[config.mk]
export PLATFORM = sky130hd
export DESIGN_NAME = bf3_front
export DESIGN_NICKNAME = d
export VERILOG_FILES = /design/src/hw/rtl/bf3_pkg.sv /design/src/hw/rtl/bf3_front.sv
export SDC_FILE = /design/constraint.sdc
export NUM_CORES = 1
export LEC_CHECK = 0
export ABC_AREA = 1
export BUFFER_PORTS_ARGS = -buffer_cell sky130_fd_sc_hd__buf_4
export CORE_AREA = 5 5 87 89
export CTS_CLUSTER_DIAMETER = 50
export DETAILED_ROUTE_END_ITERATION = 12
export DIE_AREA = 0 0 92 94
export PLACE_DENSITY = 0.72
export SLEW_MARGIN = 20
export SYNTH_ARGS = -nofsm -noshare
export SYNTH_HDL_FRONTEND = slang
export SYNTH_SLANG_ARGS = --single-unit
[constraint.sdc]
create_clock -name clock -period 4.05 [get_ports clock]
set_input_delay 0.405 -clock clock [delete_from_list [all_inputs] [get_ports clock]]
set_output_delay 0.405 -clock clock [all_outputs]
set_load 0.01 [all_outputs]
[src/hw/rtl/bf3_pkg.sv]
// Shared types and constants of the 3x3 box-mean filter.
`default_nettype none

package bf3_pkg;

   // Configuration port
   localparam int CSR_INDEX_W = 1;
   localparam int CSR_DATA_W  = 9;
   localparam logic [CSR_INDEX_W-1:0] CSR_LINE_WIDTH   = 1'b0;
   localparam logic [CSR_INDEX_W-1:0] CSR_FRAME_HEIGHT = 1'b1;

   // Frame geometry limits
   localparam int MIN_SIZE   = 3;
   localparam int MAX_HEIGHT = 256;
   localparam int ROW_W      = 9;

   // Window arithmetic: floor(s / 9) as (s * 7282) >> 16, exact for s below 32768
   localparam int PIX_W      = 8;
   localparam int ROWSUM_W   = 10;
   localparam int SUM_W      = 12;
   localparam int RECIP_W    = 13;
   localparam int PROD_W     = SUM_W + RECIP_W;
   localparam int MEAN_SHIFT = 16;
   localparam logic [RECIP_W-1:0] MEAN_RECIP = 13'd7282;

   // Tick queue
   localparam int QUEUE_DEPTH = 2;
   localparam int QPTR_W      = 1;
   localparam int QCNT_W      = 2;

   typedef struct packed {
      logic             kind;
      logic [PIX_W-1:0] pixel_value;
   } req_type;

   typedef struct packed {
      logic [PIX_W-1:0] mean_value;
      logic             frame_last;
   } rsp_type;

   // One classified tick: what the back end has to do with it.
   // Mask bit j selects window row j (0 is the top) or column j (0 is the left).
   typedef struct packed {
      logic             shift;
      logic             emit;
      logic             last;
      logic [2:0]       row_mask;
      logic [2:0]       col_mask;
      logic [PIX_W-1:0] pixel;
   } tick_ctl_type;

   typedef struct packed {
      logic              full;
      logic              not_empty;
      logic [QCNT_W-1:0] count;
   } queue_status_type;

   typedef struct packed {
      logic s1_valid;
      logic s2_valid;
   } back_status_type;

endpackage

`default_nettype wire

[src/hw/rtl/bf3_front.sv]
// Front end: frame position tracking, configuration registers and tick classification.
`default_nettype none

module bf3_front #(
   parameter int MAX_WIDTH = 256
) (
   input  wire logic                               clock,
   input  wire logic                               reset,
   input  wire logic                               accept,
   input  wire bf3_pkg::req_type                   req_data,
   input  wire logic                               csr_write_enable,
   input  wire logic [bf3_pkg::CSR_INDEX_W-1:0]    csr_index,
   input  wire logic [bf3_pkg::CSR_DATA_W-1:0]     csr_write_data,
   output bf3_pkg::tick_ctl_type                   tick_ctl,
   output logic [$clog2(MAX_WIDTH)-1:0]            tick_addr
);
   import bf3_pkg::*;

   localparam int CW = $clog2(MAX_WIDTH + 1);
   localparam int AW = $clog2(MAX_WIDTH);

   logic [CW-1:0]    width_ff;
   logic [ROW_W-1:0] height_ff;
   logic [CW-1:0]    col_ff, col_in;
   logic [ROW_W-1:0] row_ff, row_in;

   logic [CW-1:0]    col_now, col_inc;
   logic [ROW_W-1:0] row_now, height_plus1;
   logic [CW-1:0]    width_clamped;
   logic [ROW_W-1:0] height_clamped;

   assign height_plus1 = height_ff + ROW_W'(1);

   always_comb begin
      if (csr_write_data < CSR_DATA_W'(MIN_SIZE)) begin
         width_clamped = CW'(MIN_SIZE);
      end else if (32'(csr_write_data) > 32'(MAX_WIDTH)) begin
         width_clamped = CW'(MAX_WIDTH);
      end else begin
         width_clamped = CW'(csr_write_data);
      end
      if (csr_write_data < CSR_DATA_W'(MIN_SIZE)) begin
         height_clamped = ROW_W'(MIN_SIZE);
      end else if (32'(csr_write_data) > 32'(MAX_HEIGHT)) begin
         height_clamped = ROW_W'(MAX_HEIGHT);
      end else begin
         height_clamped = ROW_W'(csr_write_data);
      end
   end

   always_comb begin
      row_now = row_ff;
      col_now = col_ff;
      if (row_now > height_plus1 || col_now >= width_ff) begin
         row_now = '0;
         col_now = '0;
      end
      col_inc = col_now + CW'(1);

      tick_ctl.pixel = (req_data.kind || row_now >= height_ff) ? '0 : req_data.pixel_value;
      tick_ctl.shift = 1'b1;
      tick_ctl.last  = 1'b0;
      if (col_now == '0) begin
         // Column zero finishes the previous row's last pixel before shifting.
         tick_ctl.emit     = row_now >= ROW_W'(2);
         tick_ctl.last     = row_now == height_plus1;
         tick_ctl.shift    = !(row_now == height_plus1);
         tick_ctl.row_mask = (row_now == ROW_W'(2)) ? 3'b110 : 3'b111;
         // After the shift the old middle and right columns sit on the left.
         tick_ctl.col_mask = (row_now == height_plus1) ? 3'b110 : 3'b011;
      end else begin
         tick_ctl.emit     = row_now >= ROW_W'(1);
         tick_ctl.row_mask = (row_now == ROW_W'(1)) ? 3'b110 : 3'b111;
         tick_ctl.col_mask = (col_now == CW'(1)) ? 3'b110 : 3'b111;
      end

      if (tick_ctl.last) begin
         row_in = '0;
         col_in = '0;
      end else if (col_inc >= width_ff) begin
         row_in = row_now + ROW_W'(1);
         col_in = '0;
      end else begin
         row_in = row_now;
         col_in = col_inc;
      end
   end

   assign tick_addr = col_now[AW-1:0];

   always_ff @(posedge clock) begin
      if (reset) begin
         width_ff  <= (MAX_WIDTH < MAX_HEIGHT) ? CW'(MAX_WIDTH) : CW'(MAX_HEIGHT);
         height_ff <= ROW_W'(MAX_HEIGHT);
         row_ff    <= '0;
         col_ff    <= '0;
      end else if (csr_write_enable) begin
         unique case (csr_index)
            CSR_LINE_WIDTH: begin
               width_ff <= width_clamped;
            end
            CSR_FRAME_HEIGHT: begin
               height_ff <= height_clamped;
            end
            default: begin
               width_ff <= width_ff;
            end
         endcase
         row_ff <= '0;
         col_ff <= '0;
      end else if (accept) begin
         row_ff <= row_in;
         col_ff <= col_in;
      end
   end

endmodule

`default_nettype wire

==> out/results.tsv <==
stage	metric	value	unit
grt	largest net degree at the start of global routing	20	
sta	period utilisation layout	1.09	
final_layout	Layout area overhead	34.7	%
final_layout	diode count	0	
drt	vias per cell	5.14	
setup_path	CP max-delay cell	dfxtp_4	
placed_design	port buffer count	44	
final_layout	fillers	569	
sta	min Tclk post-route	4.40	ns
floorplan	Die Span X	92	µm
pwr	PD cells	211	nW/µm²
placed_design	DP Wirelength	7190	µm
drt	Avg WL per Cell	14.5	µm
setup_path	CP Launch Type	flip-flop	
synthesis	Top FF cell, synth	dfxtp_1	
grt	initial antenna violation count	0	
setup_path	CP peak stage delay	0.39	ns
synthesis	Post-synth ARST share	0	
final_layout	Final Non-Filler Cells	674	
pwr	Peak VDD IR	0.206	mV
pwr	NetSw	0.000301	W
min_path	type of the most critical hold path	in2reg	
synthesis	flops & latches, synth	36	
clocking	clock insertion delay at the later pin of the skew report	0.30	ns
floorplan	die area	8650	µm²
pwr	Power Total	0.000956	W
pwr	Net Sw Frac	0.315	
floorplan	# rows	30	
drt	# DRC	0	
sta	Setup Viol. Count Final	26	
synthesis	synthesis warning total	0	
final_layout	final net count	659	
synthesis	EDFF count, synth	0	
sta	Final Hold Vio Count	0	
final_layout	commonest cells after routing, fill and taps aside	nand2_1 (95), buf_4 (95), inv_1 (79)	
floorplan	Initial Util	0.503	
grt	grt ovf	0	
pwr	part of the power in registers	0.393	
synthesis	Avg Inst Size Synth	6.72	µm²
setup_path	crit end category	flip-flop	
floorplan	core area	6680	µm²
grt	Total GRT Usage	0.228	
sta	Min Hold Slack	0.263	ns
clocking	Root Buffer	clkbuf_8	
clocking	H-tree Lvls	2	
setup_path	critical path's most frequent cell	nand2_2	
clocking	number of CTS-inserted buffers	5	
clocking	clock slew at reported path FFs	0.09	ns
setup_path	worst path required time	4.27	ns
job	Max Cap Viol	0	
placed_design	RePlAce Congestion	0.877	
placed_design	pre-CTS setup slack	-0.192	ns
setup_path	Arr. time, crit path	4.62	ns
sta	clock skew after layout	0.00863	ns
grt	vias in the first global route	3560	
drt	DR vias	3463	
drt	drt first pass iters	4	
clocking	CTS tree	yes	
sta	f_max	227	MHz
pwr	Clock power frac	0.357	
floorplan	IO Count	48	
drt	Detailed Route Iter0 Violations	146	
pwr	internal power	0.000655	W
sta	final setup margin	-0.349	ns
setup_path	CP Class	reg2reg	
final_layout	share of post-route cells with drive strength above 1	0.315	
setup_path	R2R depth	30	
placed_design	placed insts	650	
synthesis	synthesized area	3360	µm²
pwr	Comb power frac	0.250	
clocking	CTS Sinks	36	
drt	Routed WL	9780	µm
synthesis	Syn Inst Count	500	
synthesis	Seq/Total Area, Yosys	0.214	
floorplan	Die Span Y	94	µm
pwr	leakage power	2.19	nW
drt	Post-DRT Antenna Nets	0	
sta	Max transition margin	0.366	
synthesis	Synth cell types	36	
sta	Final Slew Violations	0	
outcome	failing checks	setup timing	
grt	first-pass GRT wire length	15900	µm
min_path	Hold Crit Depth	2	
sta	RSZ-0062 raised after global routing	true	
clocking	CTS Hold Bufs	0	
setup_path	Crit Path Max Fanout	5	
clocking	Clock Tree Buf Depth	2	
outcome	outcome	finished, violations left	
sta	Worst Tran Pin Value	0.948	ns
-- synth_stat cells, drive strengths merged, types with 3 or more instances --
master	instances	share of area
ha	43	0.16
buf	7	0.022
o211ai	3	0.0067
a21oi	47	0.073
nand3	36	0.071
o21ai	25	0.037
dfxtp	36	0.21
clkbuf	6	0.0067
nor3	6	0.010
nand2	110	0.13
inv	87	0.097
nor2	58	0.091
xor2	17	0.047
nand4	11	0.020
-- power groups by stage --
stage	Sequential, W	Combinational (W)	Clock [W]
after floorplan	0.000382	0.000130	0
after global placement	0.000383	0.000202	0
after detailed placement	0.000384	0.000208	0
after CTS	0.000375	0.000229	0.000346
after global routing	0.000377	0.000268	0.000358
final	0.000376	0.000239	0.000341
-- logic make-up after synthesis --
logic type,count (synthesis),synth area share
flops,36,0.214
simple gates,223,0.324
buf+inv,100,0.125
compound gates,79,0.126
fa+ha+maj,43,0.160
xor+xnor,18,0.0491
other cells,1,0.00112
-- metal layers --
| metal | up-vias | GRT usage | share of wire | wire [µm] |
|---|---|---|---|---|
| met4 | 0 | 0.0978 | 0.029 | 286 |
| met3 | 28 | 0.0385 | 0.038 | 375 |
| met2 | 86 | 0.418 | 0.52 | 5080 |
| met5 | - | 0 | 0 | 0 |
| met1 | 1565 | 0.258 | 0.41 | 4040 |
| li1 | 1784 | - | - | - |
-- stage by stage --
stage / area [µm²] / TNS, ns / utilization
2_1_floorplan: 3450 / -0.427 / -
3_3_place_gp: 4070 / -0.191 / 0.609
3_5_place_dp: 4070 / -2.38 / 0.609
4_1_cts: 4420 / -2.32 / 0.662
5_1_grt: 4530 / -14.24 / 0.678
6_report: 4530 / -7.08 / 0.678
-- worst max-delay path, delay by kind of cell, from the launching register on --
kind,cells,cell delay (ns)
AND/OR/NAND/NOR,17,1.86
XOR/XNOR,2,0.32
AO/OA/AOI/OAI,4,0.52
flip-flops,1,0.39
adder cells (fa/ha/maj),4,0.86
buffers and inverters,3,0.36
-- repair_timing --
action,CTS,global route
resized for setup,41,15
endpoints found under the setup margin,27,31
buffers inserted,11,5
pin swaps,36,20
-- sequential cells by signal, summed over array words and instances, names as in the netlist --
name       cells
col_ff         9
height_ff      9
row_ff         9
width_ff       9
-- path summary, 6_finish.rpt --
check	from	slack, ns	endpoint
worst max-delay path	height_ff[0]	-0.35	row_ff[4]
worst min-delay path	reset	0.26	width_ff[2]
worst max register to register	height_ff[0]	-0.35	row_ff[4]
worst min register to register	row_ff[0]	0.50	row_ff[0]
-- final cells by class --
cell class | instances | area, µm² | share of cell area
Timing Repair Buffer | 97 | 744 | 0.164
Clock inverter | 3 | 46.3 | 0.0102
Tap cell | 80 | 100 | 0.0221
Clock buffer | 5 | 68.8 | 0.0152
Sequential cell | 36 | 734 | 0.162
Inverter | 87 | 327 | 0.0721
Multi-Input combinational cell | 366 | 2510 | 0.554
No activity file was read; power rests on OpenSTA's default activity.
