`src/hw/rtl/bf3_pkg.sv`:
```
// Shared types and constants of the 3x3 box-mean filter.
`default_nettype none

package bf3_pkg;

   // Configuration port
   localparam int CSR_INDEX_W = 1;
   localparam int CSR_DATA_W  = 9;
   localparam logic [CSR_INDEX_W-1:0] CSR_LINE_WIDTH   = 1'b0;
   localparam logic [CSR_INDEX_W-1:0] CSR_FRAME_HEIGHT = 1'b1;

   // Frame geometry limits
   localparam int MIN_SIZE   = 3;
   localparam int MAX_HEIGHT = 256;
   localparam int ROW_W      = 9;

   // Window arithmetic: floor(s / 9) as (s * 7282) >> 16, exact for s below 32768
   localparam int PIX_W      = 8;
   localparam int ROWSUM_W   = 10;
   localparam int SUM_W      = 12;
   localparam int RECIP_W    = 13;
   localparam int PROD_W     = SUM_W + RECIP_W;
   localparam int MEAN_SHIFT = 16;
   localparam logic [RECIP_W-1:0] MEAN_RECIP = 13'd7282;

   // Tick queue
   localparam int QUEUE_DEPTH = 2;
   localparam int QPTR_W      = 1;
   localparam int QCNT_W      = 2;

   typedef struct packed {
      logic             kind;
      logic [PIX_W-1:0] pixel_value;
   } req_type;

   typedef struct packed {
      logic [PIX_W-1:0] mean_value;
      logic             frame_last;
   } rsp_type;

   // One classified tick: what the back end has to do with it.
   // Mask bit j selects window row j (0 is the top) or column j (0 is the left).
   typedef struct packed {
      logic             shift;
      logic             emit;
      logic             last;
      logic [2:0]       row_mask;
      logic [2:0]       col_mask;
      logic [PIX_W-1:0] pixel;
   } tick_ctl_type;

   typedef struct packed {
      logic              full;
      logic              not_empty;
      logic [QCNT_W-1:0] count;
   } queue_status_type;

   typedef struct packed {
      logic s1_valid;
      logic s2_valid;
   } back_status_type;

endpackage

`default_nettype wire

```
`src/hw/rtl/bf3_queue.sv`:
```
// Two-entry tick queue between the front and back ends.
`default_nettype none

module bf3_queue #(
   parameter int DATA_W = 24
) (
   input  wire logic                       clock,
   input  wire logic                       reset,
   input  wire logic                       push,
   input  wire logic [DATA_W-1:0]          push_data,
   input  wire logic                       pop,
   output logic [DATA_W-1:0]               pop_data,
   output bf3_pkg::queue_status_type       status
);
   import bf3_pkg::*;

   logic [DATA_W-1:0] entry_ff [QUEUE_DEPTH];
   logic [QPTR_W-1:0] wr_ptr_ff, rd_ptr_ff;
   logic [QCNT_W-1:0] count_ff, count_in;

   assign count_in         = count_ff + QCNT_W'(push) - QCNT_W'(pop);
   assign status.count     = count_ff;
   assign status.full      = count_ff == QCNT_W'(QUEUE_DEPTH);
   assign status.not_empty = count_ff != '0;
   assign pop_data         = entry_ff[rd_ptr_ff];

   always_ff @(posedge clock) begin
      if (reset) begin
         wr_ptr_ff <= '0;
         rd_ptr_ff <= '0;
         count_ff  <= '0;
      end else begin
         if (push) begin
            wr_ptr_ff <= wr_ptr_ff + QPTR_W'(1);
         end
         if (pop) begin
            rd_ptr_ff <= rd_ptr_ff + QPTR_W'(1);
         end
         count_ff <= count_in;
      end
   end

   always_ff @(posedge clock) begin
      if (push) begin
         entry_ff[wr_ptr_ff] <= push_data;
      end
   end

endmodule

`default_nettype wire

```
`config.mk`:
```
export PLATFORM = sky130hd
export DESIGN_NAME = bf3_queue
export DESIGN_NICKNAME = d
export VERILOG_FILES = /design/src/hw/rtl/bf3_pkg.sv /design/src/hw/rtl/bf3_queue.sv
export SDC_FILE = /design/constraint.sdc
export NUM_CORES = 1
export LEC_CHECK = 0
export BUFFER_PORTS_ARGS = -buffer_cell sky130_fd_sc_hd__buf_4
export CORE_ASPECT_RATIO = 1.5
export CORE_MARGIN = 1
export CORE_UTILIZATION = 26
export CTS_BUF_LIST = sky130_fd_sc_hd__clkbuf_8
export DETAILED_ROUTE_END_ITERATION = 16
export PLACE_DENSITY_LB_ADDON = 0.05
export SYNTH_ARGS = -nofsm -noshare
export SYNTH_HDL_FRONTEND = slang
export SYNTH_SLANG_ARGS = --single-unit
```
`constraint.sdc`:
```
create_clock -name clock -period 1.9 [get_ports clock]
set_input_delay 0.19 -clock clock [delete_from_list [all_inputs] [get_ports clock]]
set_output_delay 0.19 -clock clock [all_outputs]
set_load 0.01 [all_outputs]
```
==> metrics.yaml, run 1 <==
outcome:
  status: "finished, final reports clean"
die:
  die_w_um: 74.6
  start_util_pct: 26.8
  rows: 39
  die_area_um2: 8280
  coreArea_um2: 7660
  io_pins: 56
  die_y_um: 111
global_route:
  grt_pass1_vias: 1111
  grt_overflow_total: 0
  grt_pass1_wl_um: 5350
  grt_max_degree: 25
  met3_usage_pct: 4.36
  grt_util_met2_pct: 17.1
  top_usage_layer: "met2"
  use_met1_pct: 8.13
  antenna_found_initial: 0
  grt_use_total_pct: 9.42
final_layout:
  area.sequential_um2: 1540
  n_antenna_cell: 0
  syn_to_final_growth_pct: 29.4
  multi_input_area_um2: 459
  drive_gt1_share_pct: 58.1
  fillers: 761
  num-nets-final: 189
placement:
  gp_congestion: 0.563
  dp_hpwl_um: 2340
  io_buffer_count: 55
detailed_routing:
  dr.pass1.iters: 4
  dr_total_vias: 1007
  drc: 0
  drtIter0Drc: 38
  ant_nets: 0
  wl_per_cell_um: 13.3
  vias_per_cell: 3.84
  drt_wl_total_um: 3490
timing:
  hold_viol: 0
  period_share_pct: 82.9
  drv_slew: 0
  finalCriticalPeriod_ns: 1.58
  setup_viol: 0
  tightest_slew_ns: 0.362
  slew_headroom_pct: 75.9
  max_freq_mhz: 635
  holdWs_ns: 0.0592
  skew_ns: 0.00367
  fin_setup_tns_ns: 0
  grt_setup_unrepaired: "no"
clock_tree:
  cts_resized: 0
  cts_max_path_buffers: 2
  cts.clk_slew.worst_paths_ns: 0.09
  postCtsSetupRepairBufs: 0
  clock_latency_ns: 0.31
  cts_made_buffers: 5
  cts_sinks: 53
  cts_tree: "yes"
  cts_root_buf: "clkbuf_8"
  h-tree-depth: 2
  hold_buffers: 0
critical_path:
  start_kind: "flip-flop"
  crit_type: "flip-flop to output pin"
  worstPathRequired_ns: 1.71
  arrival_ns: 1.39
  path_max_fanout: 13
  worstReg2RegStart: "count_ff[0]$_SDFF_PP0_"
  worstSetupEndpointType: "output pin"
synth:
  synth_warnings: 0
  synth_fp_nets: 126
  ys_ff_latch: 53
  synthesis.area_um2: 2060
  synthCells: 96
  yosysSeqAreaShare_pct: 74.9
  synthDistinctLibCells: 14
  syn_avg_cell_area_um2: 21.4
job:
  drv_cap: 0
power:
  vdd_drop_max_mv: 0.386
  powerDensity_nw_per_um2: 908
  fin_total_pwr_mw: 2.42
  p_leak_nw: 1.05
hold_path:
  min_path_type: "primary input to flip-flop"
  worstHoldStart: "push_data[17]"
[area by class of cell]
type	instances	share of cell area (%)
clock buffer	5	2.58
clock inverter	3	0.517
inverter	2	0.282
multi-input combinational	38	17.2
sequential	53	57.9
tap	102	4.79
timing repair buffer	59	16.6
[per-stage QoR]
| step | instances | setup WS (ns) | util [%] | cell area, µm² |
|---|---|---|---|---|
| 3_5_place_dp | 254 | 0.637 | 33.7 | 2580 |
| 3_3_place_gp | 254 | 0.650 | 33.7 | 2580 |
| 2_1_floorplan | 96 | 0.0763 | - | 2060 |
| 5_1_grt | 262 | 0.242 | 34.8 | 2660 |
| 4_1_cts | 262 | 0.280 | 34.8 | 2660 |
| 6_report | 262 | 0.325 | 34.8 | 2660 |
[cells by family (layout without fill, tap and decap cells)]
logic type    Yosys count  after routing  synth area share, %
simple gates            9              9                 2.25
mux                    24             24                 16.8
buf+inv                 5             69                 2.86
fa+ha+maj               2              2                 1.22
xor+xnor                3              3                 1.95
flops                  53             53                 74.9
[cells in the final DEF (no fill, tap or decap), drive strengths merged]
cell / netlist / routed
xnor2: 2 / 2
clkbuf: 0 / 5
nor2: 4 / 4
or2: 1 / 1
and2: 1 / 1
edfxtp: 48 / 48
nor2b: 3 / 3
xnor3: 1 / 1
ha: 2 / 2
clkinv: 0 / 2
dfxtp: 5 / 5
buf: 3 / 59
mux2: 24 / 24
inv: 2 / 3
[registers in the layout, summed over array words and instances (netlist names), named ones only]
signal	flops
rd_ptr_ff	1
count_ff	2
entry_ff	48
wr_ptr_ff	1
[critical path, stage by stage (launching register included)]
cell and delay, ns:
dfxtp_2 0.33, buf_4 0.26, mux2_4 0.33, buf_4 0.14
[final timing paths]
check                                   end  slack, ns  cells past startpoint
hold reg to reg                   flip-flop       0.53                      2
setup reg to reg     count_ff[1]$_SDFF_PP0_       0.68                      6
setup / recovery                pop_data[4]       0.32                      3
hold / removal    entry_ff[0][17]$_DFFE_PP_       0.06                      1
[synthesized netlist by cell type, drive strengths merged]
| library cell | count | area (µm²) |
|---|---|---|
| xnor2 | 2 | 17.5 |
| xnor3 | 1 | 22.5 |
| or2 | 1 | 6.26 |
| mux2 | 24 | 345 |
| buf | 3 | 51.3 |
| and2 | 1 | 6.26 |
| nor2 | 4 | 15.0 |
| ha | 2 | 25.0 |
| inv | 2 | 7.51 |
| edfxtp | 48 | 1440 |
| dfxtp | 5 | 100 |
| nor2b | 3 | 18.8 |
[layer usage]
| metal | wire length, µm | share of wire (%) | vias to the layer above |
|---|---|---|---|
| li1 | - | - | 483 |
| met2 | 2070 | 59 | 35 |
| met5 | 0 | 0 | - |
| met3 | 214 | 6.1 | 5 |
| met1 | 1120 | 32 | 484 |
| met4 | 89 | 2.5 | 0 |
[report_power, final]
group / internal, mW / leakage [nW] / switching (mW)
clock network: 0.251 / 0.0491 / 0.349
logic: 0.256 / 0.513 / 0.176
registers: 1.36 / 0.492 / 0.0271
(Power assumes the default switching activity.)
==> run 2, diff against run 1 <==
- ABC_AREA: unset -> 1
- clock period: 1.9 -> 1.6 ns (I/O delays scaled with it)
==> metrics.yaml, run 2 <==
outcome:
  status: "finished, final reports clean"
detailed_routing:
  drtIter0Drc: 59
  wl_per_cell_um: 13.3
  drc: 0
  vias_per_cell: 3.93
  dr_total_vias: 1082
  dr.pass1.iters: 3
  drt_wl_total_um: 3670
  ant_nets: 0
die:
  io_pins: 56
  die_area_um2: 8300
  die_w_um: 74.7
  die_y_um: 111
  rows: 39
  coreArea_um2: 7660
  start_util_pct: 26.9
clock_tree:
  postCtsSetupRepairBufs: 0
  cts_sinks: 53
  cts_max_path_buffers: 2
  cts_resized: 0
  hold_buffers: 0
  cts_tree: "yes"
  clock_latency_ns: 0.30
  h-tree-depth: 2
  cts.clk_slew.worst_paths_ns: 0.09
  cts_made_buffers: 5
  cts_root_buf: "clkbuf_8"
final_layout:
  largest_reg_flops: 48
  reg_top3: "entry_ff: 48 flops, count_ff: 2 flops"
  n_antenna_cell: 0
  regMostFlops: "entry_ff"
  final_cell_mix: "buf_4, edfxtp_1, mux2_4, inv_1, nor2_1"
  design_area_um2: 2690
  syn_to_final_growth_pct: 30.6
  final_cell_count_no_fill: 275
  drive_gt1_share_pct: 55.5
  num-nets-final: 202
  fin_util_pct: 35.2
  final_common_cell: "buf_4"
global_route:
  grt_pass1_vias: 1192
  grt_max_degree: 17
  grt_overflow_total: 0
  antenna_found_initial: 0
  grt_pass1_wl_um: 5680
  grt_use_total_pct: 9.55
placement:
  dp_hpwl_um: 2610
  dpl_cell_area_um2: 2610
  gp_congestion: 0.603
  placedCellCount: 267
  dp_slack_ns: 0.250
  io_buffer_count: 55
timing:
  finalCriticalPeriod_ns: 1.49
  max_freq_mhz: 673
  period_share_pct: 92.8
  slew_headroom_pct: 85.3
  hold_viol: 0
  grt_setup_unrepaired: "no"
  drv_slew: 0
  setup_slack_ns: 0.115
  holdWs_ns: 0.0360
  tightest_slew_ns: 0.221
  setup_viol: 0
  fin_setup_tns_ns: 0
  skew_ns: 0.00295
hold_path:
  min_to: "entry_ff[1][7]$_DFFE_PP_"
  min_path_cells: 1
  min_path_type: "primary input to flip-flop"
  worstHoldStart: "push_data[7]"
synth:
  yosysSeqAreaShare_pct: 74.8
  synthTopCellsByCount: "edfxtp_1, mux2_4, inv_1, nor2_1"
  synthTopCellsByArea: "edfxtp_1, mux2_4, dfxtp_1"
  synth_edf_count: 48
  synthDistinctLibCells: 14
  synthCells: 106
  synth-main-ff-cell: "edfxtp_1"
  synth_warnings: 0
  synth_fp_nets: 136
  syn_avg_cell_area_um2: 19.5
  synth.most_common_cell: "edfxtp_1"
  synth_area_leader_cell: "edfxtp_1"
  synthesis.area_um2: 2060
  ys_async_sr_fraction_pct: 0
  synth_top_area_share_pct: 69.9
  ys_ff_latch: 53
critical_path:
  rr_worst_depth: 8
  worstReg2RegStart: "count_ff[0]$_SDFF_PP0_"
  critPathMostFrequentCell: "buf_4"
  crit_type: "flip-flop to output pin"
  worstPathRequired_ns: 1.44
  cpPeakStageDelay_ns: 0.35
  worstPathCellList: "buf_4, mux2_4, buf_4"
  cp_top_family: "flip-flops"
  cp_num_buf_inv: 2
  worstSetupEndpointType: "output pin"
  regToRegEndpoint: "count_ff[1]$_SDFF_PP0_"
  path_max_fanout: 9
  reg2reg_slack_ns: 0.26
  arrival_ns: 1.33
  start_kind: "flip-flop"
  slowest_stage: "dfxtp_2"
power:
  vdd_drop_max_mv: 0.605
  p_leak_nw: 1.09
  powerDensity_nw_per_um2: 1050
  fin_total_pwr_mw: 2.82
job:
  drv_cap: 0
==> run 2: changes by cell type in the layout (fill, tap and decap cells not counted), moves of 2 or more <==
cell	delta
inv_1	+5
nand2_1	+5
buf_4	+3
nor2_1	+2
nor2b_1	-2
==> run 2: metal layers <==
layer	share of wire, %	global-route usage, %	wire [µm]
met1	37	8.95	1350
met2	56	17.5	2060
met3	4.6	3.00	170
met4	2.5	4.91	90
met5	0	0	0
==> run 2: layout make-up <==
type | count | area [µm²]
fill | 777 | 4970
multi-input combinational | 42 | 442
clock buffer | 5 | 68.8
sequential | 53 | 1540
clock inverter | 3 | 17.5
inverter | 8 | 30.0
timing repair buffer | 62 | 465
tap | 102 | 128
==> run 2: worst max path at each step <==
stage                            from                  endpoint  slack (ns)  depth (start not counted)
2_1_floorplan  wr_ptr_ff$_SDFFE_PP0P_  entry_ff[0][0]$_DFFE_PP_        0.23                          1
3_3_place_gp   count_ff[0]$_SDFF_PP0_    count_ff[1]$_SDFF_PP0_        0.37                          8
3_5_place_dp   count_ff[0]$_SDFF_PP0_    count_ff[1]$_SDFF_PP0_        0.25                          8
4_1_cts                     flip-flop               pop_data[1]        0.08                          3
5_1_grt                     flip-flop               pop_data[8]        0.05                          3
6_report                    flip-flop              pop_data[23]        0.11                          3
==> run 2: cell families (layout without fill, tap and decap cells) <==
group / count (synthesis) / count (layout) / synth area share (%)
multiplexers: 24 / 24 / 16.7
adder cells (fa/ha/maj): 2 / 2 / 1.21
AO/OA/AOI/OAI: 1 / 1 / 0.242
flip-flops: 53 / 53 / 74.8
XOR/XNOR: 1 / 1 / 0.425
AND/OR/NAND/NOR: 14 / 14 / 2.67
buffers and inverters: 11 / 78 / 3.94
==> run 2: power breakdown <==
| group | internal (mW) | switching (mW) |
|---|---|---|
| logic | 0.268 | 0.204 |
| clock network | 0.303 | 0.422 |
| registers | 1.60 | 0.0253 |
