[src/hw/rtl/bf3_pkg.sv]
// Shared types and constants of the 3x3 box-mean filter.
`default_nettype none

package bf3_pkg;

   // Configuration port
   localparam int CSR_INDEX_W = 1;
   localparam int CSR_DATA_W  = 9;
   localparam logic [CSR_INDEX_W-1:0] CSR_LINE_WIDTH   = 1'b0;
   localparam logic [CSR_INDEX_W-1:0] CSR_FRAME_HEIGHT = 1'b1;

   // Frame geometry limits
   localparam int MIN_SIZE   = 3;
   localparam int MAX_HEIGHT = 256;
   localparam int ROW_W      = 9;

   // Window arithmetic: floor(s / 9) as (s * 7282) >> 16, exact for s below 32768
   localparam int PIX_W      = 8;
   localparam int ROWSUM_W   = 10;
   localparam int SUM_W      = 12;
   localparam int RECIP_W    = 13;
   localparam int PROD_W     = SUM_W + RECIP_W;
   localparam int MEAN_SHIFT = 16;
   localparam logic [RECIP_W-1:0] MEAN_RECIP = 13'd7282;

   // Tick queue
   localparam int QUEUE_DEPTH = 2;
   localparam int QPTR_W      = 1;
   localparam int QCNT_W      = 2;

   typedef struct packed {
      logic             kind;
      logic [PIX_W-1:0] pixel_value;
   } req_type;

   typedef struct packed {
      logic [PIX_W-1:0] mean_value;
      logic             frame_last;
   } rsp_type;

   // One classified tick: what the back end has to do with it.
   // Mask bit j selects window row j (0 is the top) or column j (0 is the left).
   typedef struct packed {
      logic             shift;
      logic             emit;
      logic             last;
      logic [2:0]       row_mask;
      logic [2:0]       col_mask;
      logic [PIX_W-1:0] pixel;
   } tick_ctl_type;

   typedef struct packed {
      logic              full;
      logic              not_empty;
      logic [QCNT_W-1:0] count;
   } queue_status_type;

   typedef struct packed {
      logic s1_valid;
      logic s2_valid;
   } back_status_type;

endpackage

`default_nettype wire

[src/hw/rtl/bf3_back.sv]
// Back end: line stores, 3x3 window, masked window sum and divide-by-nine output stage.
`default_nettype none

module bf3_back #(
   parameter int MAX_WIDTH = 256
) (
   input  wire logic                           clock,
   input  wire logic                           reset,
   input  wire logic                           tick_valid,
   input  wire bf3_pkg::tick_ctl_type          tick_ctl,
   input  wire logic [$clog2(MAX_WIDTH)-1:0]   tick_addr,
   output logic                                tick_pop,
   output logic                                rsp_valid,
   input  wire logic                           rsp_ready,
   output bf3_pkg::rsp_type                    rsp_data,
   output bf3_pkg::back_status_type            status
);
   import bf3_pkg::*;

   localparam int AW = $clog2(MAX_WIDTH);

   logic [PIX_W-1:0] upper_mem  [MAX_WIDTH];
   logic [PIX_W-1:0] middle_mem [MAX_WIDTH];

   // Stage 1: tick plus the two line-store words read for its column
   logic             s1_valid_ff;
   tick_ctl_type     s1_ctl_ff;
   logic [AW-1:0]    s1_addr_ff;
   logic [PIX_W-1:0] upper_rd_ff, middle_rd_ff;

   // Stage 2: window sum of a tick that gives a result
   logic             s2_valid_ff;
   logic [SUM_W-1:0] s2_sum_ff;
   logic             s2_last_ff;

   // Output register
   logic             rsp_valid_ff;
   rsp_type          rsp_data_ff;

   logic [PIX_W-1:0]    win_ff   [3][3];
   logic [PIX_W-1:0]    win_next [3][3];
   logic [ROWSUM_W-1:0] row_sum  [3];
   logic [SUM_W-1:0]    sum;
   logic [PROD_W-1:0]   product;

   logic out_free, s2_take, s1_take, s1_adv;

   assign out_free = !rsp_valid_ff || rsp_ready;
   assign s2_take  = !s2_valid_ff || out_free;
   assign s1_take  = !s1_valid_ff || s2_take;
   assign s1_adv   = s1_valid_ff && s2_take;
   assign tick_pop = tick_valid && s1_take;

   always_comb begin
      for (int i = 0; i < 3; i++) begin
         for (int j = 0; j < 3; j++) begin
            win_next[i][j] = win_ff[i][j];
         end
      end
      if (s1_ctl_ff.shift) begin
         for (int i = 0; i < 3; i++) begin
            win_next[i][0] = win_ff[i][1];
            win_next[i][1] = win_ff[i][2];
         end
         win_next[0][2] = upper_rd_ff;
         win_next[1][2] = middle_rd_ff;
         win_next[2][2] = s1_ctl_ff.pixel;
      end
   end

   always_comb begin
      for (int i = 0; i < 3; i++) begin
         row_sum[i] = '0;
         if (s1_ctl_ff.row_mask[i]) begin
            row_sum[i] = (s1_ctl_ff.col_mask[0] ? ROWSUM_W'(win_next[i][0]) : '0)
                       + (s1_ctl_ff.col_mask[1] ? ROWSUM_W'(win_next[i][1]) : '0)
                       + (s1_ctl_ff.col_mask[2] ? ROWSUM_W'(win_next[i][2]) : '0);
         end
      end
      sum = SUM_W'(row_sum[0]) + SUM_W'(row_sum[1]) + SUM_W'(row_sum[2]);
   end

   assign product = PROD_W'(s2_sum_ff) * PROD_W'(MEAN_RECIP);

   always_ff @(posedge clock) begin
      if (tick_pop) begin
         upper_rd_ff <= upper_mem[tick_addr];
      end
      if (s1_adv && s1_ctl_ff.shift) begin
         upper_mem[s1_addr_ff] <= middle_rd_ff;
      end
   end

   always_ff @(posedge clock) begin
      if (tick_pop) begin
         middle_rd_ff <= middle_mem[tick_addr];
      end
      if (s1_adv && s1_ctl_ff.shift) begin
         middle_mem[s1_addr_ff] <= s1_ctl_ff.pixel;
      end
   end

   always_ff @(posedge clock) begin
      if (reset) begin
         s1_valid_ff  <= 1'b0;
         s2_valid_ff  <= 1'b0;
         rsp_valid_ff <= 1'b0;
      end else begin
         if (s1_take) begin
            s1_valid_ff <= tick_valid;
         end
         if (s2_take) begin
            s2_valid_ff <= s1_valid_ff && s1_ctl_ff.emit;
         end
         if (out_free) begin
            rsp_valid_ff <= s2_valid_ff;
         end
      end
   end

   always_ff @(posedge clock) begin
      if (tick_pop) begin
         s1_ctl_ff  <= tick_ctl;
         s1_addr_ff <= tick_addr;
      end
      if (s1_adv) begin
         for (int i = 0; i < 3; i++) begin
            for (int j = 0; j < 3; j++) begin
               win_ff[i][j] <= win_next[i][j];
            end
         end
      end
      if (s2_take) begin
         s2_sum_ff  <= sum;
         s2_last_ff <= s1_ctl_ff.last;
      end
      if (out_free) begin
         rsp_data_ff.mean_value <= product[MEAN_SHIFT +: PIX_W];
         rsp_data_ff.frame_last <= s2_last_ff;
      end
   end

   assign rsp_valid       = rsp_valid_ff;
   assign rsp_data        = rsp_data_ff;
   assign status.s1_valid = s1_valid_ff;
   assign status.s2_valid = s2_valid_ff;

endmodule

`default_nettype wire

[config.mk]
export PLATFORM = sky130hd
export DESIGN_NAME = bf3_back
export DESIGN_NICKNAME = d
export VERILOG_FILES = /design/src/hw/rtl/bf3_pkg.sv /design/src/hw/rtl/bf3_back.sv
export SDC_FILE = /design/constraint.sdc
export NUM_CORES = 2
export LEC_CHECK = 0
export BUFFER_PORTS_ARGS = -buffer_cell sky130_fd_sc_hd__buf_2
export CAP_MARGIN = 25
export CORE_AREA = 5 5 686 552
export CTS_CLUSTER_DIAMETER = 30
export DETAILED_ROUTE_END_ITERATION = 12
export DIE_AREA = 0 0 691 557
export GPL_TIMING_DRIVEN = 0
export HOLD_SLACK_MARGIN = 0.06
export PLACE_DENSITY = 0.67
export SLEW_MARGIN = 10
export SYNTH_ARGS = -nofsm -noshare
export SYNTH_HDL_FRONTEND = slang
export SYNTH_MEMORY_MAX_BITS = 65536
export SYNTH_SLANG_ARGS = --single-unit
[constraint.sdc]
create_clock -name clock -period 15.4 [get_ports clock]
set_clock_uncertainty 0.15 [all_clocks]
set_input_delay 0 -clock clock [delete_from_list [all_inputs] [get_ports clock]]
set_output_delay 0 -clock clock [all_outputs]
set_load 0.05 [all_outputs]
==> summary by stage <==
Floorplanning
The die area is 385000 µm². The die boundary height is 557 µm. 42 I/O pins were placed. The starting utilization of the core area is 44.9%. The placement row count is 200. The die is 691 µm wide.

The core area is 370000 µm².

Final layout
The layout overhead on the synthesized area is 22.4%. In the final layout, flip-flops and latches occupy 127000 µm². In the final layout, the share of cells above drive strength 1 is 33.0%. The multi-input combinational cell area is 37600 µm². The total non-filler cell area in the finished layout is 204000 µm². After filler insertion, the fill cell instance count of the layout stands at 26800. The number of nets at the end of the flow is 9132.

Logic synthesis
The number of distinct standard cells referenced by the synthesized netlist is 47. sky130_fd_sc_hd__edfxtp_1 takes more of the synthesized area than any other cell. Among all flip-flop cells after synthesis, the most frequent one is sky130_fd_sc_hd__edfxtp_1.

The share of synthesized area in the top cell type comes to 76.4%. In this run, synthesis produced a sequential element count of 4234. During synthesis, Yosys emitted a total of 0 warnings. The gate count after technology mapping is 7716. The netlist area before placement is 166000 µm². Ranked by total cell area, the synthesized netlist is headed by sky130_fd_sc_hd__edfxtp_1 (76%), sky130_fd_sc_hd__mux4_2 (12%), sky130_fd_sc_hd__mux2i_1 (3.3%). Counting every net in the synthesized netlist gives 7908. The synthesized design contains 4231 enable-type register cells. The post-synthesis async set-or-reset flop share is 0%. Each instance of the synthesized netlist takes up on average 21.5 µm². The sequential area share after synthesis is 76.4%.

Worst hold path
The worst hold path terminates at s1_ctl_ff[5]. The worst hold-check path type is primary input to flop. The worst hold path passes through 3 cells. The worst hold path begins at tick_ctl[5].

Timing
The shortest clock period the worst path allows after layout is 6.16 ns. Of the available clock period, the critical path in the final layout requires 40.0%. The slew at the pin closest to its max-slew limit is 1.43 ns. The number of max-slew violations in the final report is 0. The summed negative setup slack over all endpoints is 0 ns.

Setup repair after global routing left no endpoint under its margin. Derived from the worst setup path, the maximum achievable clock frequency is 162 MHz. In this run the tightest slew margin relative to its limit is 4.52%. The hold violation count in the final report is 0. Setup violations remaining at the end of the flow were counted as 0.

Critical path
Measured in cells, the most critical reg-to-reg path has a length of 20. The reg-to-reg startpoint is s1_ctl_ff[16]. The worst flop-to-flop path endpoint is s2_sum_ff[11]. The critical path data arrival time is 6.68 ns. The critical path launch point type is a flop.

For the worst setup path, the data required time is 15.92 ns. By startpoint and endpoint, the worst setup path is classified as flop to flop. In this run the worst path has a maximum fanout of 10.

The category of the worst setup path capture point is a flop. The worst reg-to-reg setup slack is 9.24 ns.

Job
The max-cap violation count is 0.

Placed design
The count of buffers added on input and output ports is 41. The cell area after placement is 182000 µm². The wire-length estimate of the detail-placed layout is 351000 µm. The final weighted congestion of routability-driven global placement is 0.982.

Clock tree
In this run the number of H-tree levels came out at 6. The number of gates resized after CTS was 0. The clock transition at the registers of the reported paths is 0.06 ns. TritonCTS built the clock tree. In this run, CTS created clock tree buffers numbering 593.

The cell sitting at the root of the clock tree is a sky130_fd_sc_hd__clkbuf_16. At the later pin of the worst-skew pair, clock insertion delay measures 0.97 ns. The total setup buffers inserted after CTS is 0. The count of hold-fix buffers inserted at cts is 58. No sink is reached through more buffers than the 4 on the longest clock path.

The clock net in this run drives a total of 4234 sinks.

Power
Dividing total power by cell area gives a power density of 150 nW/µm². The largest vdd supply drop is 0.229 mV. The analysis attributes to cell leakage a power of 0.0671 µW. The total power consumption of the routed design is 30500 µW.

Route
Dividing the detail-routed via count by the number of cells gives 6.30. The initial DRC count is 14700. Wires add up to 501000 µm.

The number of iterations in the first detailed-routing pass is 7. After detailed routing, the number of remaining DRC violations is 0. For this block, the via count after detailed routing is 90600. In this run the remaining antenna-violating nets after routing total 0.

The post-detailed-route wirelength per cell is 34.8 µm.

Global routing
In the global route stage, overall resource usage came out at 25.6%. The initial antenna violation count came to 44. The total overflow reported by the global router is 0. The first-pass GRT wire length is 693000 µm. The largest net degree at the start of global routing is 52.

The number of global-route vias before repair is 88600.

Outcome
The run finished with clean final reports.
## worst max path at each step
| stage | endpoint | cells past startpoint | slack, ns | start |
|---|---|---|---|---|
| detailed placement | s2_sum_ff[11] | 20 | 9.40 | s1_ctl_ff[16] |
| global placement | s2_sum_ff[10] | 18 | 3.17 | s1_ctl_ff[2] |
| CTS | s2_sum_ff[11] | 20 | 9.29 | s1_ctl_ff[16] |
| finish | s2_sum_ff[11] | 20 | 9.24 | s1_ctl_ff[16] |
| global route | s2_sum_ff[11] | 20 | 8.86 | s1_ctl_ff[16] |
| floorplan | s2_sum_ff[10] | 18 | 7.81 | middle_rd_ff[2] |
## layout make-up
type,count,area share [%]
clock inverters,417,2.42
repair buffers,629,4.76
flip-flops and latches,4234,62.4
diodes,16,0.0197
inverters,128,0.236
multi-input cells,2933,18.5
well taps,4949,3.04
clock buffers,657,7.55
plain buffers,421,1.05
## synth_stat cells, drive strengths merged, types with 23 or more instances
cell type,n
o21ai,32
a2111oi,129
o22ai,256
a22oi,48
buf,224
nand2,135
nor2,296
and2,23
mux2i,544
a21oi,32
mux2,200
inv,128
edfxtp,4231
clkbuf,197
nor4,32
fa,68
ha,95
mux4,880
## sequential cells by signal (all words and copies together) (netlist names), 9 cells and up
signal,count
rsp_data,9
upper_mem,2048
s1_ctl_ff,17
s2_sum_ff,12
win_ff,72
middle_mem,2048
## per-layer routing
layer	global-route usage [%]	vias up	wire (µm)
li1	-	34900	-
met1	35.7	47300	187000
met2	35.6	7221	211000
met3	11.0	1129	81100
met4	9.65	24	21600
met5	0.641	-	208
## worst max-delay path: stages, from the launching register on
cell,delay (ns)
sky130_fd_sc_hd__edfxtp_1,0.35
sky130_fd_sc_hd__clkbuf_1,0.19
sky130_fd_sc_hd__buf_8,0.21
sky130_fd_sc_hd__clkbuf_1,0.49
sky130_fd_sc_hd__mux2_2,0.41
sky130_fd_sc_hd__and2_1,0.18
sky130_fd_sc_hd__fa_1,0.54
sky130_fd_sc_hd__ha_1,0.18
sky130_fd_sc_hd__inv_1,0.07
sky130_fd_sc_hd__fa_1,0.48
sky130_fd_sc_hd__nor2b_1,0.16
sky130_fd_sc_hd__nor3b_1,0.39
sky130_fd_sc_hd__fa_1,0.52
sky130_fd_sc_hd__ha_1,0.34
sky130_fd_sc_hd__nor2b_1,0.14
sky130_fd_sc_hd__o21ai_0,0.21
sky130_fd_sc_hd__a21boi_0,0.16
sky130_fd_sc_hd__o21ai_0,0.25
sky130_fd_sc_hd__a21oi_1,0.13
sky130_fd_sc_hd__o21ai_0,0.19
sky130_fd_sc_hd__a21oi_1,0.10
## logic make-up after synthesis
kind of cell             synth area share (%)
flip-flops                               76.4
multiplexers                             16.5
AO/OA/AOI/OAI                            2.34
AND/OR/NAND/NOR                          1.44
buffers and inverters                    1.54
adder cells (fa/ha/maj)                  1.53
XOR/XNOR                                0.153
## cells in the final DEF (no fill, tap or decap), drive strengths merged, types with 48 or more instances in the layout
cell            n
a2111oi       129
clkbuf        863
inv           227
a22oi          48
dlygate4sd3    58
bufinv         78
nor2          296
clkinv        181
nand2         135
mux2i         544
edfxtp       4231
clkinvlp       59
mux4          880
fa             68
mux2          200
buf           776
ha             95
o22ai         256
## where the power goes
group          total [µW]  switching [µW]  internal [µW]
combinational        3610            2170           1440
sequential          13000            52.9          12900
clock               13900            5270           8630
## metrics by stage
| stage | instances | utilization, % | setup slack (ns) | hold slack [ns] |
|---|---|---|---|---|
| 4_1_cts | 14400 | 54.9 | 9.29 | 0.122 |
| 6_report | 14400 | 55.0 | 9.24 | 0.203 |
| 3_5_place_dp | 13200 | 49.3 | 9.40 | 0.0281 |
| 2_1_floorplan | 7716 | - | 7.81 | -0.0809 |
| 5_1_grt | 14400 | 55.0 | 8.86 | 0.177 |
| 3_3_place_gp | 12700 | 46.6 | 3.17 | 0.0307 |
Note: power is estimated with default switching activity, not from simulation.
